<file path="config.mk">
export PLATFORM = sky130hd
export DESIGN_NAME = last_values_decimal_dump_top
export DESIGN_NICKNAME = d
export VERILOG_FILES = /design/src/rtl/core/lvdd_pkg.sv /design/src/rtl/core/lvdd_front.sv /design/src/rtl/core/lvdd_fifo.sv /design/src/rtl/core/lvdd_back.sv /design/src/rtl/core/last_values_decimal_dump_top.sv
export SDC_FILE = /design/constraint.sdc
export NUM_CORES = 1
export LEC_CHECK = 0
export ABC_AREA = 1
export ABC_CLOCK_PERIOD_IN_PS = 12450
export BUFFER_PORTS_ARGS = -buffer_cell sky130_fd_sc_hd__buf_2
export CAP_MARGIN = 20
export CORE_ASPECT_RATIO = 1.1
export CORE_MARGIN = 2
export CORE_UTILIZATION = 35
export CTS_CLUSTER_SIZE = 25
export DETAILED_ROUTE_END_ITERATION = 6
export GPL_ROUTABILITY_DRIVEN = 0
export SETUP_SLACK_MARGIN = 0.1
export SYNTH_ARGS = -nofsm -noshare
export SYNTH_HDL_FRONTEND = slang
export SYNTH_SLANG_ARGS = --single-unit
</file>
<file path="constraint.sdc">
create_clock -name clk_i -period 12.45 [get_ports clk_i]
set_clock_uncertainty 0.15 [all_clocks]
set_input_delay 2.49 -clock clk_i [delete_from_list [all_inputs] [get_ports clk_i]]
set_output_delay 2.49 -clock clk_i [all_outputs]
set_load 0.005 [all_outputs]
</file>
<file path="src/rtl/core/lvdd_pkg.sv">
`default_nettype none

package lvdd_pkg;

  // widths of the value and of its decimal form
  localparam int unsigned ValueW  = 32;
  localparam int unsigned Digits  = 10;
  localparam int unsigned BcdW    = 4 * Digits;
  localparam int unsigned NdigW   = 4;
  localparam int unsigned IndexW  = 3;

  // one converted window entry
  typedef struct packed {
    logic             neg;
    logic [NdigW-1:0] ndig;
    logic [BcdW-1:0]  bcd;
  } entry_t;

endpackage

`default_nettype wire

</file>
<file path="src/rtl/core/lvdd_front.sv">
`default_nettype none

module lvdd_front import lvdd_pkg::*; (
  input  wire logic              clk_i,
  input  wire logic              rst_ni,
  input  wire logic              in_valid_i,
  output logic                   in_ready_o,
  input  wire logic [ValueW-1:0] in_value_i,
  output logic                   push_valid_o,
  input  wire logic              push_ready_i,
  output entry_t                 push_data_o
);

  localparam int unsigned BitsPerStep = 4;
  localparam int unsigned Steps       = ValueW / BitsPerStep;
  localparam int unsigned StepW       = $clog2(Steps);

  logic              busy_q, busy_d;
  logic              done_q, done_d;
  logic [StepW-1:0]  step_q, step_d;
  logic              neg_q, neg_d;
  logic [ValueW-1:0] mag_q, mag_d;
  logic [BcdW-1:0]   bcd_q, bcd_d;
  logic              accept, push;
  logic [ValueW-1:0] mag_next;
  logic [BcdW-1:0]   bcd_next;
  logic [NdigW-1:0]  ndig;

  // one shift-and-add-three step of the double dabble
  function automatic logic [BcdW-1:0] dd_step(input logic [BcdW-1:0] b, input logic bit_in);
    logic [BcdW-1:0] r;
    r = b;
    for (int d = 0; d < Digits; d++) begin
      if (r[4*d +: 4] >= 4'd5) begin
        r[4*d +: 4] = r[4*d +: 4] + 4'd3;
      end
    end
    return {r[BcdW-2:0], bit_in};
  endfunction

  // four magnitude bits per cycle
  always_comb begin
    logic [ValueW-1:0] m;
    logic [BcdW-1:0]   b;
    m = mag_q;
    b = bcd_q;
    for (int j = 0; j < BitsPerStep; j++) begin
      b = dd_step(b, m[ValueW-1]);
      m = {m[ValueW-2:0], 1'b0};
    end
    mag_next = m;
    bcd_next = b;
  end

  // digit count from the highest non-zero nibble, zero shows as one digit
  always_comb begin
    ndig = NdigW'(1);
    for (int d = 0; d < Digits; d++) begin
      if (bcd_q[4*d +: 4] != 4'd0) begin
        ndig = NdigW'(d + 1);
      end
    end
  end

  assign push         = done_q && push_ready_i;
  assign in_ready_o   = !busy_q || push;
  assign accept       = in_valid_i && in_ready_o;
  assign push_valid_o = done_q;
  assign push_data_o  = '{neg: neg_q, ndig: ndig, bcd: bcd_q};

  // control and datapath next state
  always_comb begin
    busy_d = busy_q;
    done_d = done_q;
    step_d = step_q;
    neg_d  = neg_q;
    mag_d  = mag_q;
    bcd_d  = bcd_q;
    if (push) begin
      busy_d = 1'b0;
      done_d = 1'b0;
    end
    if (accept) begin
      busy_d = 1'b1;
      done_d = 1'b0;
      step_d = '0;
      neg_d  = in_value_i[ValueW-1];
      mag_d  = in_value_i[ValueW-1] ? (~in_value_i + 1'b1) : in_value_i;
      bcd_d  = '0;
    end else if (busy_q && !done_q) begin
      mag_d  = mag_next;
      bcd_d  = bcd_next;
      step_d = step_q + 1'b1;
      if (step_q == StepW'(Steps - 1)) begin
        done_d = 1'b1;
      end
    end
  end

  always_ff @(posedge clk_i or negedge rst_ni) begin
    if (!rst_ni) begin
      busy_q <= 1'b0;
      done_q <= 1'b0;
      step_q <= '0;
    end else begin
      busy_q <= busy_d;
      done_q <= done_d;
      step_q <= step_d;
    end
  end

  always_ff @(posedge clk_i) begin
    neg_q <= neg_d;
    mag_q <= mag_d;
    bcd_q <= bcd_d;
  end

  // a finished conversion always belongs to a busy front
  a_done_busy: assert property (@(posedge clk_i) disable iff (!rst_ni) done_q |-> busy_q)
    else $error("front done without busy");
  // an accepted item restarts the step count
  a_accept_clear: assert property (@(posedge clk_i) disable iff (!rst_ni)
    accept |=> (step_q == '0) && !done_q)
    else $error("front did not restart");
  // done rises only after the last step
  a_done_step: assert property (@(posedge clk_i) disable iff (!rst_ni)
    $rose(done_q) |-> (step_q == '0))
    else $error("front done early");

endmodule

`default_nettype wire

</file>
<file path="src/rtl/core/lvdd_fifo.sv">
`default_nettype none

module lvdd_fifo import lvdd_pkg::*; (
  input  wire logic   clk_i,
  input  wire logic   rst_ni,
  input  wire logic   wr_valid_i,
  output logic        wr_ready_o,
  input  entry_t      wr_data_i,
  output logic        rd_valid_o,
  input  wire logic   rd_ready_i,
  output entry_t      rd_data_o
);

  entry_t     mem_q [2];
  logic       wr_ptr_q, rd_ptr_q;
  logic [1:0] count_q;
  logic       wr, rd;

  assign wr_ready_o = (count_q != 2'd2);
  assign rd_valid_o = (count_q != 2'd0);
  assign wr         = wr_valid_i && wr_ready_o;
  assign rd         = rd_valid_o && rd_ready_i;
  assign rd_data_o  = mem_q[rd_ptr_q];

  // pointers and fill level
  always_ff @(posedge clk_i or negedge rst_ni) begin
    if (!rst_ni) begin
      wr_ptr_q <= 1'b0;
      rd_ptr_q <= 1'b0;
      count_q  <= 2'd0;
    end else begin
      if (wr) wr_ptr_q <= !wr_ptr_q;
      if (rd) rd_ptr_q <= !rd_ptr_q;
      if (wr && !rd) begin
        count_q <= count_q + 2'd1;
      end else if (rd && !wr) begin
        count_q <= count_q - 2'd1;
      end
    end
  end

  // storage
  always_ff @(posedge clk_i) begin
    if (wr) mem_q[wr_ptr_q] <= wr_data_i;
  end

  // pointers differ exactly when one item is held
  a_ptr_count: assert property (@(posedge clk_i) disable iff (!rst_ni)
    (count_q == 2'd1) == (wr_ptr_q != rd_ptr_q))
    else $error("queue pointers out of step");
  // level never goes past two
  a_level: assert property (@(posedge clk_i) disable iff (!rst_ni) count_q != 2'd3)
    else $error("queue level overflow");
  // a write into an empty queue shows up next cycle
  a_wr_seen: assert property (@(posedge clk_i) disable iff (!rst_ni)
    (wr && count_q == 2'd0) |=> rd_valid_o)
    else $error("queue lost an item");

endmodule

`default_nettype wire

</file>
<file path="src/rtl/core/lvdd_back.sv">
`default_nettype none

module lvdd_back import lvdd_pkg::*; #(
  parameter int unsigned WINDOW_SIZE = 8
) (
  input  wire logic              clk_i,
  input  wire logic              rst_ni,
  input  wire logic              q_valid_i,
  output logic                   q_ready_o,
  input  entry_t                 q_data_i,
  output logic                   out_valid_o,
  input  wire logic              out_ready_i,
  output entry_t                 out_data_o,
  output logic [IndexW-1:0]      out_index_o,
  output logic                   out_last_o
);

  localparam int unsigned FW = $clog2(WINDOW_SIZE + 1);
  localparam int unsigned CW = (WINDOW_SIZE > 1) ? $clog2(WINDOW_SIZE) : 1;
  localparam int unsigned SW = FW + 1;

  localparam logic ST_IDLE = 1'b0;
  localparam logic ST_EMIT = 1'b1;

  logic              state_q;
  logic [FW-1:0]     fill_q;
  logic [CW-1:0]     cnt_q;
  logic [IndexW-1:0] idx_q;
  entry_t            slot_q [WINDOW_SIZE];
  entry_t            slot_d [WINDOW_SIZE];
  logic              pop, rotate, shift, slot_ok, cnt_last;

  // slot at rotation step k is held when k + fill reaches the window size
  assign slot_ok  = (SW'(cnt_q) + SW'(fill_q)) >= SW'(WINDOW_SIZE);
  assign cnt_last = (cnt_q == CW'(WINDOW_SIZE - 1));
  assign pop      = (state_q == ST_IDLE) && q_valid_i;
  assign rotate   = (state_q == ST_EMIT) && (!slot_ok || out_ready_i);
  assign shift    = pop || rotate;

  assign q_ready_o   = (state_q == ST_IDLE);
  assign out_valid_o = (state_q == ST_EMIT) && slot_ok;
  assign out_data_o  = slot_q[0];
  assign out_index_o = idx_q;
  assign out_last_o  = cnt_last;

  // window loop: a pop shifts the new entry in at the top, a rotate wraps slot 0
  for (genvar i = 0; i < WINDOW_SIZE; i++) begin : g_slot
    if (i == WINDOW_SIZE - 1) begin : g_top
      assign slot_d[i] = pop ? q_data_i : slot_q[0];
    end else begin : g_mid
      assign slot_d[i] = slot_q[i+1];
    end
    always_ff @(posedge clk_i) begin
      if (shift) slot_q[i] <= slot_d[i];
    end
  end

  // sequencer
  always_ff @(posedge clk_i or negedge rst_ni) begin
    if (!rst_ni) begin
      state_q <= ST_IDLE;
      fill_q  <= '0;
      cnt_q   <= '0;
      idx_q   <= '0;
    end else begin
      case (state_q)
        ST_IDLE: begin
          if (pop) begin
            state_q <= ST_EMIT;
            cnt_q   <= '0;
            idx_q   <= '0;
            if (fill_q != FW'(WINDOW_SIZE)) begin
              fill_q <= fill_q + 1'b1;
            end
          end
        end
        ST_EMIT: begin
          if (out_valid_o && out_ready_i) begin
            idx_q <= idx_q + 1'b1;
          end
          if (rotate) begin
            if (cnt_last) begin
              state_q <= ST_IDLE;
            end else begin
              cnt_q <= cnt_q + 1'b1;
            end
          end
        end
        default: begin
          state_q <= ST_IDLE;
        end
      endcase
    end
  end

  // fill level stays within the window
  a_fill_max: assert property (@(posedge clk_i) disable iff (!rst_ni)
    fill_q <= FW'(WINDOW_SIZE))
    else $error("fill level beyond window");
  // a pop starts a full rotation from step zero
  a_pop_start: assert property (@(posedge clk_i) disable iff (!rst_ni)
    pop |=> (state_q == ST_EMIT) && (cnt_q == '0) && (fill_q != '0))
    else $error("emission did not start");
  // the newest entry is always a held one
  a_last_held: assert property (@(posedge clk_i) disable iff (!rst_ni)
    (state_q == ST_EMIT && cnt_last) |-> slot_ok)
    else $error("newest entry not held");

endmodule

`default_nettype wire

</file>
<file path="src/rtl/core/last_values_decimal_dump_top.sv">
`default_nettype none

// channel   direction  handshake                        payload
// value     in         value_valid_i / value_ready_o    value_i
// result    out        result_valid_o / result_ready_i  entry_index_o, is_negative_o,
//                                                       digit_count_o, bcd_digits_o, is_last_o
//
// the front converts each value to BCD, 4 bits a cycle of double dabble,
// and can take the next value in the cycle its result enters the 2-entry queue
// the back shifts the entry into the window and rotates it once, one result per held entry,
// and pops the next entry only after the rotation; conversion overlaps emission
// result stalls hold the rotation; the queue lets the front keep converting meanwhile
// reset clears the window fill level and all control state, no clearing pass

module last_values_decimal_dump_top import lvdd_pkg::*; #(
  parameter int unsigned WINDOW_SIZE = 8
) (
  input  wire logic              clk_i,
  input  wire logic              rst_ni,
  input  wire logic              value_valid_i,
  output logic                   value_ready_o,
  input  wire logic [ValueW-1:0] value_i,
  output logic                   result_valid_o,
  input  wire logic              result_ready_i,
  output logic [IndexW-1:0]      entry_index_o,
  output logic                   is_negative_o,
  output logic [NdigW-1:0]       digit_count_o,
  output logic [BcdW-1:0]        bcd_digits_o,
  output logic                   is_last_o
);

  logic   push_valid, push_ready, pop_valid, pop_ready;
  entry_t push_data, pop_data, out_data;

  // conversion front
  lvdd_front u_front (
    .clk_i        (clk_i),
    .rst_ni       (rst_ni),
    .in_valid_i   (value_valid_i),
    .in_ready_o   (value_ready_o),
    .in_value_i   (value_i),
    .push_valid_o (push_valid),
    .push_ready_i (push_ready),
    .push_data_o  (push_data)
  );

  // queue between front and back
  lvdd_fifo u_fifo (
    .clk_i      (clk_i),
    .rst_ni     (rst_ni),
    .wr_valid_i (push_valid),
    .wr_ready_o (push_ready),
    .wr_data_i  (push_data),
    .rd_valid_o (pop_valid),
    .rd_ready_i (pop_ready),
    .rd_data_o  (pop_data)
  );

  // window and emission back
  lvdd_back #(
    .WINDOW_SIZE (WINDOW_SIZE)
  ) u_back (
    .clk_i       (clk_i),
    .rst_ni      (rst_ni),
    .q_valid_i   (pop_valid),
    .q_ready_o   (pop_ready),
    .q_data_i    (pop_data),
    .out_valid_o (result_valid_o),
    .out_ready_i (result_ready_i),
    .out_data_o  (out_data),
    .out_index_o (entry_index_o),
    .out_last_o  (is_last_o)
  );

  assign is_negative_o = out_data.neg;
  assign digit_count_o = out_data.ndig;
  assign bcd_digits_o  = out_data.bcd;

endmodule

`default_nettype wire

</file>
==> out/metrics.yaml, run 1 <==
layout:
  syn2layout_area_growth_pct: 15.38
  multi_input_area_um2: 6183
  num-nets-final: 2126
  antenna_cells: 0
  seq_area_um2: 15810
  drive_gt1_share_pct: 16.21
  fillers: 6028
detailed_routing:
  antenna_left: 0
  drc: 0
  drt-pass1-iter-count: 5
  routedWlPerCell_um: 14.52
  num_vias: 14010
  wl_um: 42610
  drtIter0Drc: 934
  vias_per_cell: 4.772
timing:
  finalMaxSlewViolations: 0
  finalCritPeriodShare_pct: 40.69
  setup_viol: 0
  finalHoldViolations: 0
  fin_ws_ns: 7.384
  tns_ns: 0
  slew_headroom_pct: 31.51
  period_needed_ns: 5.066
  worst_pin_slew_ns: 1.027
  rsz0062_at_grt: "no"
  clock.fmax_mhz: 197.4
synthesis:
  synthCells: 1918
  ys_seq_area_share_pct: 69.18
  synth_cell_types: 46
  yosys.area_share.simple_pct: 16.80
  synth_area_um2: 22850
  synth_top_family_by_area: "simple AND/OR/NAND/NOR gates"
  synthAdderAreaFrac_pct: 2.935
  synth_xor_xnor_area_share_pct: 1.490
  syn_avg_cell_area_um2: 11.91
  yosysWarnings: 0
  yosys_register_bits: 543
  synth.area.mux_share_pct: 0
  synth_nets: 2007
  synth_compound_area_share_pct: 5.674
outcome:
  status: "finished clean"
clock_network:
  cts_buffers: 56
  cts_tree: "done"
  cts_hold_buf: 0
  cts_max_level: 2
  clk_pin_slew_ns: 0.06
  cts_root_buf: "clkbuf_16"
  post_cts_resized: 0
  clock_path_buffers: 3
  clk_latency_ns: 0.61
  clock-sinks: 543
  post_cts_buffers: 0
die:
  ios: 87
  die_y_um: 272.0
  die-area_um2: 67340
  rows: 98
  die_x_um: 247.6
  design.core.area_um2: 64740
  initial_core_util_pct: 35.29
grt:
  grt_max_degree: 186
  grt_pass1_vias: 13700
  overflow: 0
  grt_util_all_layers_pct: 12.63
  antenna_found_initial: 3
  grt_pass1_wl_um: 68900
worst_setup_path:
  reg2reg_to: "u_back.slot_q[1][170]$_DFFE_PP_"
  critPathArrivalTime_ns: 5.14
  required_ns: 12.53
  crit_chain: "buf_2 -> or2_2 -> nand2_1 -> nand2_4 -> buf_4 -> buf_12"
  ff2ff_setup_slack_ns: 8.11
  reg2regPathDepth: 10
  crit_path_start_kind: "input port"
  cp_max_fo: 185
  max_stage_delay_ns: 0.77
  path_class: "input port to register"
  r2r_start: "u_back.cnt_q[0]$_DFFE_PN0P_"
  cp-end-kind: "register"
  crit_slowest_cell: "buf_4"
min_path:
  worstHoldPathCells: 0
  min-delay-start: "u_back.slot_q[0][54]$_DFFE_PP_"
  hold_class: "register to register"
  hold_path_end: "u_back.slot_q[0][9]$_DFFE_PP_"
job:
  drv_cap: 0
placement:
  dp_worst_setup_slack_ns: 6.774
  dp_hpwl_um: 28140
  port_buffers: 86
final cells by class:
| class | instances | share of cell area, % |
|---|---|---|
| multi-input combinational | 1137 | 23.46 |
| sequential | 543 | 59.96 |
| tap | 850 | 4.034 |
| clock inverter | 44 | 2.155 |
| timing repair buffer | 97 | 2.041 |
| inverter | 202 | 2.876 |
| clock buffer | 62 | 5.482 |
kinds of logic (layout without fill, tap and decap cells):
family | Yosys count | after routing
simple gates | 830 | 830
flops | 543 | 543
buf+inv | 238 | 405
xor+xnor | 38 | 38
fa+ha+maj | 53 | 53
compound gates | 216 | 216
metrics by stage:
step | std cells | util, % | area, um2 | hold WS, ns
6_report | 2935 | 40.72 | 26360 | 0.2653
5_1_grt | 2935 | 40.72 | 26360 | 0.2691
4_1_cts | 2934 | 40.69 | 26340 | 0.2633
3_5_place_dp | 2828 | 37.58 | 24330 | 0.2545
3_3_place_gp | 2828 | 37.58 | 24330 | 0.2503
2_1_floorplan | 1918 | - | 22850 | 0.2503
worst max-delay path, delay by kind of cell:
family | cells | cell delay [ns]
simple gates | 3 | 0.76
buf+inv | 3 | 1.55
sequential cells by signal, indices dropped and copies added (netlist names), 2 cells and up:
name	flops
u_front.bcd_q	40
u_back.fill_q	4
u_back.cnt_q	3
u_back.out_index_o	3
u_front.step_q	3
u_back.slot_q	360
u_fifo.mem_q	90
u_front.mag_q	32
u_fifo.count_q	2
how the worst max path moves through the flow:
stage / startpoint / end / slack, ns
2_1_floorplan: result_ready_i / u_back.slot_q[0][0]$_DFFE_PP_ / 0.97
3_3_place_gp: result_ready_i / u_back.slot_q[1][167]$_DFFE_PP_ / 6.84
3_5_place_dp: result_ready_i / u_back.slot_q[1][35]$_DFFE_PP_ / 6.77
4_1_cts: result_ready_i / u_back.slot_q[0][31]$_DFFE_PP_ / 7.45
5_1_grt: result_ready_i / u_back.slot_q[1][170]$_DFFE_PP_ / 7.22
6_report: result_ready_i / u_back.slot_q[1][170]$_DFFE_PP_ / 7.38
Yosys cell counts, drive strengths merged:
master / n / share of area, %
a211oi: 1 / 0.033
a21o: 8 / 0.26
a21oi: 33 / 0.81
a22oi: 4 / 0.13
a31oi: 48 / 1.3
a32o: 1 / 0.044
and2: 8 / 0.25
and3: 1 / 0.027
buf: 5 / 0.099
clkbuf: 31 / 0.51
dfrtp: 20 / 2.2
dfxtp: 40 / 3.5
edfxtp: 483 / 63
fa: 1 / 0.088
ha: 52 / 2.8
inv: 202 / 3.3
nand2: 492 / 8.9
nand3: 155 / 4.1
nand3b: 4 / 0.13
nand4: 24 / 0.66
nor2: 117 / 2.0
nor3: 16 / 0.35
nor4: 4 / 0.11
o211ai: 3 / 0.099
o21a: 2 / 0.066
o21ai: 98 / 2.4
o21bai: 5 / 0.16
o22ai: 9 / 0.25
o31ai: 4 / 0.13
or2: 9 / 0.25
xnor2: 13 / 0.50
xor2: 25 / 0.99
cell usage in the layout, fill, tap and decap left out, types with 9 or more instances in the layout:
| cell type | count |
|---|---|
| a21oi_1 | 27 |
| edfxtp_1 | 483 |
| dfrtp_1 | 20 |
| bufinv_16 | 11 |
| o21ai_2 | 14 |
| dfxtp_1 | 40 |
| nor2_1 | 109 |
| inv_1 | 181 |
| buf_4 | 9 |
| nand2_2 | 60 |
| xnor2_1 | 13 |
| xor2_1 | 24 |
| o21ai_0 | 70 |
| nand3_1 | 130 |
| o22ai_1 | 9 |
| nor3_1 | 16 |
| buf_2 | 86 |
| nand4_1 | 24 |
| o21ai_1 | 14 |
| ha_1 | 52 |
| inv_2 | 21 |
| clkbuf_16 | 57 |
| nand3_2 | 21 |
| nand2_1 | 425 |
| a31oi_1 | 48 |
routing by layer:
metal | wire length, um | track usage, % | up-vias | part of all wire [%]
met1 | 19760 | 16.88 | 6767 | 46
met4 | 1055 | 4.207 | 6 | 2.5
met2 | 19890 | 20.56 | 253 | 47
li1 | - | - | 6900 | -
met3 | 1866 | 2.532 | 79 | 4.4
met5 | 40 | 0 | - | 0.094
Power of run 1 is left out: the tool's default activity adds up to more than one toggle a clock period on the data nets, which glitch-free logic cannot reach.
==> run 2, diff against run 1 <==
--- a/config.mk
+++ b/config.mk
@@ -6,7 +6,7 @@
 export NUM_CORES = 1
 export LEC_CHECK = 0
 export ABC_AREA = 1
-export ABC_CLOCK_PERIOD_IN_PS = 12450
+export ABC_CLOCK_PERIOD_IN_PS = 4800
 export BUFFER_PORTS_ARGS = -buffer_cell sky130_fd_sc_hd__buf_2
 export CAP_MARGIN = 20
 export CORE_ASPECT_RATIO = 1.1
==> constraint.sdc (replaced) <==
create_clock -name clk_i -period 4.8 [get_ports clk_i]
set_clock_uncertainty 0.15 [all_clocks]
set_input_delay 0.96 -clock clk_i [delete_from_list [all_inputs] [get_ports clk_i]]
set_output_delay 0.96 -clock clk_i [all_outputs]
set_load 0.005 [all_outputs]
==> out/metrics.yaml, run 2 (same netlist as run 1, synthesis figures left out) <==
outcome:
  status: "finished clean"  # unchanged
timing:
  setup_viol: 0  # unchanged
  finalMaxSlewViolations: 0  # unchanged
  worst_pin_slew_ns: 0.9032  # was 1.027 ns
  finalHoldViolations: 0  # unchanged
  rsz0062_at_grt: "no"  # unchanged
  period_needed_ns: 3.638
  finalCritPeriodShare_pct: 75.79
  slew_headroom_pct: 39.79  # was 31.51%
  clock.fmax_mhz: 274.9
  tns_ns: 0  # unchanged
grt:
  grt_pass1_vias: 13780  # was 13,700
  grt_util_all_layers_pct: 12.91  # was 12.63%
  grt_pass1_wl_um: 69490  # was 68,900 um
  antenna_found_initial: 2  # was 3
  grt_max_degree: 95  # was 186
  overflow: 0  # unchanged
layout:
  top_register: "u_back.slot_q"  # unchanged
  antenna_cells: 0  # unchanged
  final_cell_mix: "edfxtp_1 (483), nand2_1 (425), inv_1 (181)"  # unchanged
  syn2layout_area_growth_pct: 14.73  # was 15.38%
  biggestRegsByFlops: "u_back.slot_q: 360 flops, u_fifo.mem_q: 90 flops, u_front.bcd_q: 40 flops"  # unchanged
  largest_reg_flops: 360  # unchanged
  drive_gt1_share_pct: 16.01  # was 16.21%
  num-nets-final: 2134  # was 2,126
  final_common_cell: "edfxtp_1"  # unchanged
placement:
  port_buffers: 86  # unchanged
  dp_hpwl_um: 28700  # was 28,140 um
clock_network:
  post_cts_resized: 0  # unchanged
  clk_pin_slew_ns: 0.06  # about the same
  cts_tree: "done"  # unchanged
  post_cts_buffers: 0  # unchanged
  cts_max_level: 2  # unchanged
  cts_buffers: 57  # was 56
  cts_root_buf: "clkbuf_16"  # unchanged
  cts_hold_buf: 0  # unchanged
  clock-sinks: 543  # unchanged
  clk_latency_ns: 0.61  # about the same
  clock_path_buffers: 3  # unchanged
worst_setup_path:
  max_stage_delay_ns: 0.38  # was 0.77 ns
  required_ns: 5.16  # was 12.53 ns
  cp_common_cell: "nand2_1"
  cp-end-kind: "register"  # unchanged
  cp_max_fo: 4  # was 185
  crit_slowest_cell: "dfxtp_1"  # was buf_4
  crit_path_start_kind: "register"  # was input port
  path_delay_family: "simple AND/OR/NAND/NOR gates"  # was buffers and inverters
  path_class: "register to register"  # was input port to register
  critPathArrivalTime_ns: 3.99  # was 5.14 ns
  worstPathBufferInverterCount: 4  # was 3
die:
  initial_core_util_pct: 35.29  # unchanged
  rows: 98  # unchanged
  die-area_um2: 67340  # unchanged
  die_y_um: 272.0  # unchanged
  design.core.area_um2: 64740  # unchanged
  die_x_um: 247.6  # unchanged
  ios: 87  # unchanged
detailed_routing:
  drt-pass1-iter-count: 6  # was 5
  vias_per_cell: 4.768  # was 4.772
  wl_um: 43540  # was 42,610 um
  drc: 0  # unchanged
  num_vias: 14030  # was 14,010
  routedWlPerCell_um: 14.80  # was 14.52 um
  drtIter0Drc: 852  # was 934
  antenna_left: 0  # unchanged
min_path:
  hold_class: "input port to async pin"  # was register to register
job:
  drv_cap: 0  # unchanged
run 2: changes by cell type in the layout (fill, tap and decap cells not counted), moves of 2 or more:
| cell | before | now |
|---|---|---|
| clkbuf_1 | 5 | 14 |
| buf_4 | 9 | 17 |
| bufinv_16 | 11 | 5 |
| clkinvlp_4 | 8 | 4 |
| clkinv_2 | 8 | 11 |
| clkinv_4 | 4 | 2 |
run 2: path summary, 6_finish.rpt:
kind | slack [ns] | start | depth (start not counted) | end
max | 1.16 | u_front.bcd_q[33]$_SDFFE_PP0P_ | 27 | u_front.bcd_q[37]$_SDFFE_PP0P_
min | 0.14 | rst_ni | 1 | u_back.out_index_o[2]$_DFFE_PN0P_
max reg2reg | 1.16 | u_front.bcd_q[33]$_SDFFE_PP0P_ | 27 | u_front.bcd_q[37]$_SDFFE_PP0P_
min reg2reg | 0.26 | u_back.slot_q[1][173]$_DFFE_PP_ | 0 | u_back.slot_q[1][128]$_DFFE_PP_
max in group asynchronous | 4.04 | rst_ni | 1 | u_back.fill_q[1]$_DFFE_PN0P_
min in group clk_i | 0.26 | u_back.slot_q[1][173]$_DFFE_PP_ | 0 | u_back.slot_q[1][128]$_DFFE_PP_
run 2: routing by layer:
layer / vias to the layer above / routed length [um] / track usage (%)
met5: - / 26 / 0
met4: 4 / 1614 / 5.373
met3: 101 / 2265 / 2.857
met2: 284 / 20140 / 21.22
met1: 6722 / 19500 / 16.44
li1: 6917 / - / -
run 2: metrics by stage:
step | cell area [um2] | hold WS (ns) | utilization, % | setup slack, ns | cells
after floorplan | 22850 | 0.2503 | - | 0.4440 | 1918
after global placement | 24400 | 0.2502 | 37.68 | 1.413 | 2836
after global routing | 26210 | 0.1683 | 40.49 | 0.9032 | 2942
after CTS | 26210 | 0.1284 | 40.49 | 1.212 | 2942
final | 26210 | 0.1450 | 40.49 | 1.162 | 2942
after detailed placement | 24400 | 0.2545 | 37.68 | 1.234 | 2836
run 2: final cells by class:
cell class,instances,area [um2]
Fill cell,6106,38530
Clock buffer,71,1479
Inverter,202,758.2
Sequential cell,543,15810
Timing Repair Buffer,104,578.1
Clock inverter,35,335.3
Multi-Input combinational cell,1137,6192
Tap cell,850,1064
Power of run 2 is left out for the same reason.
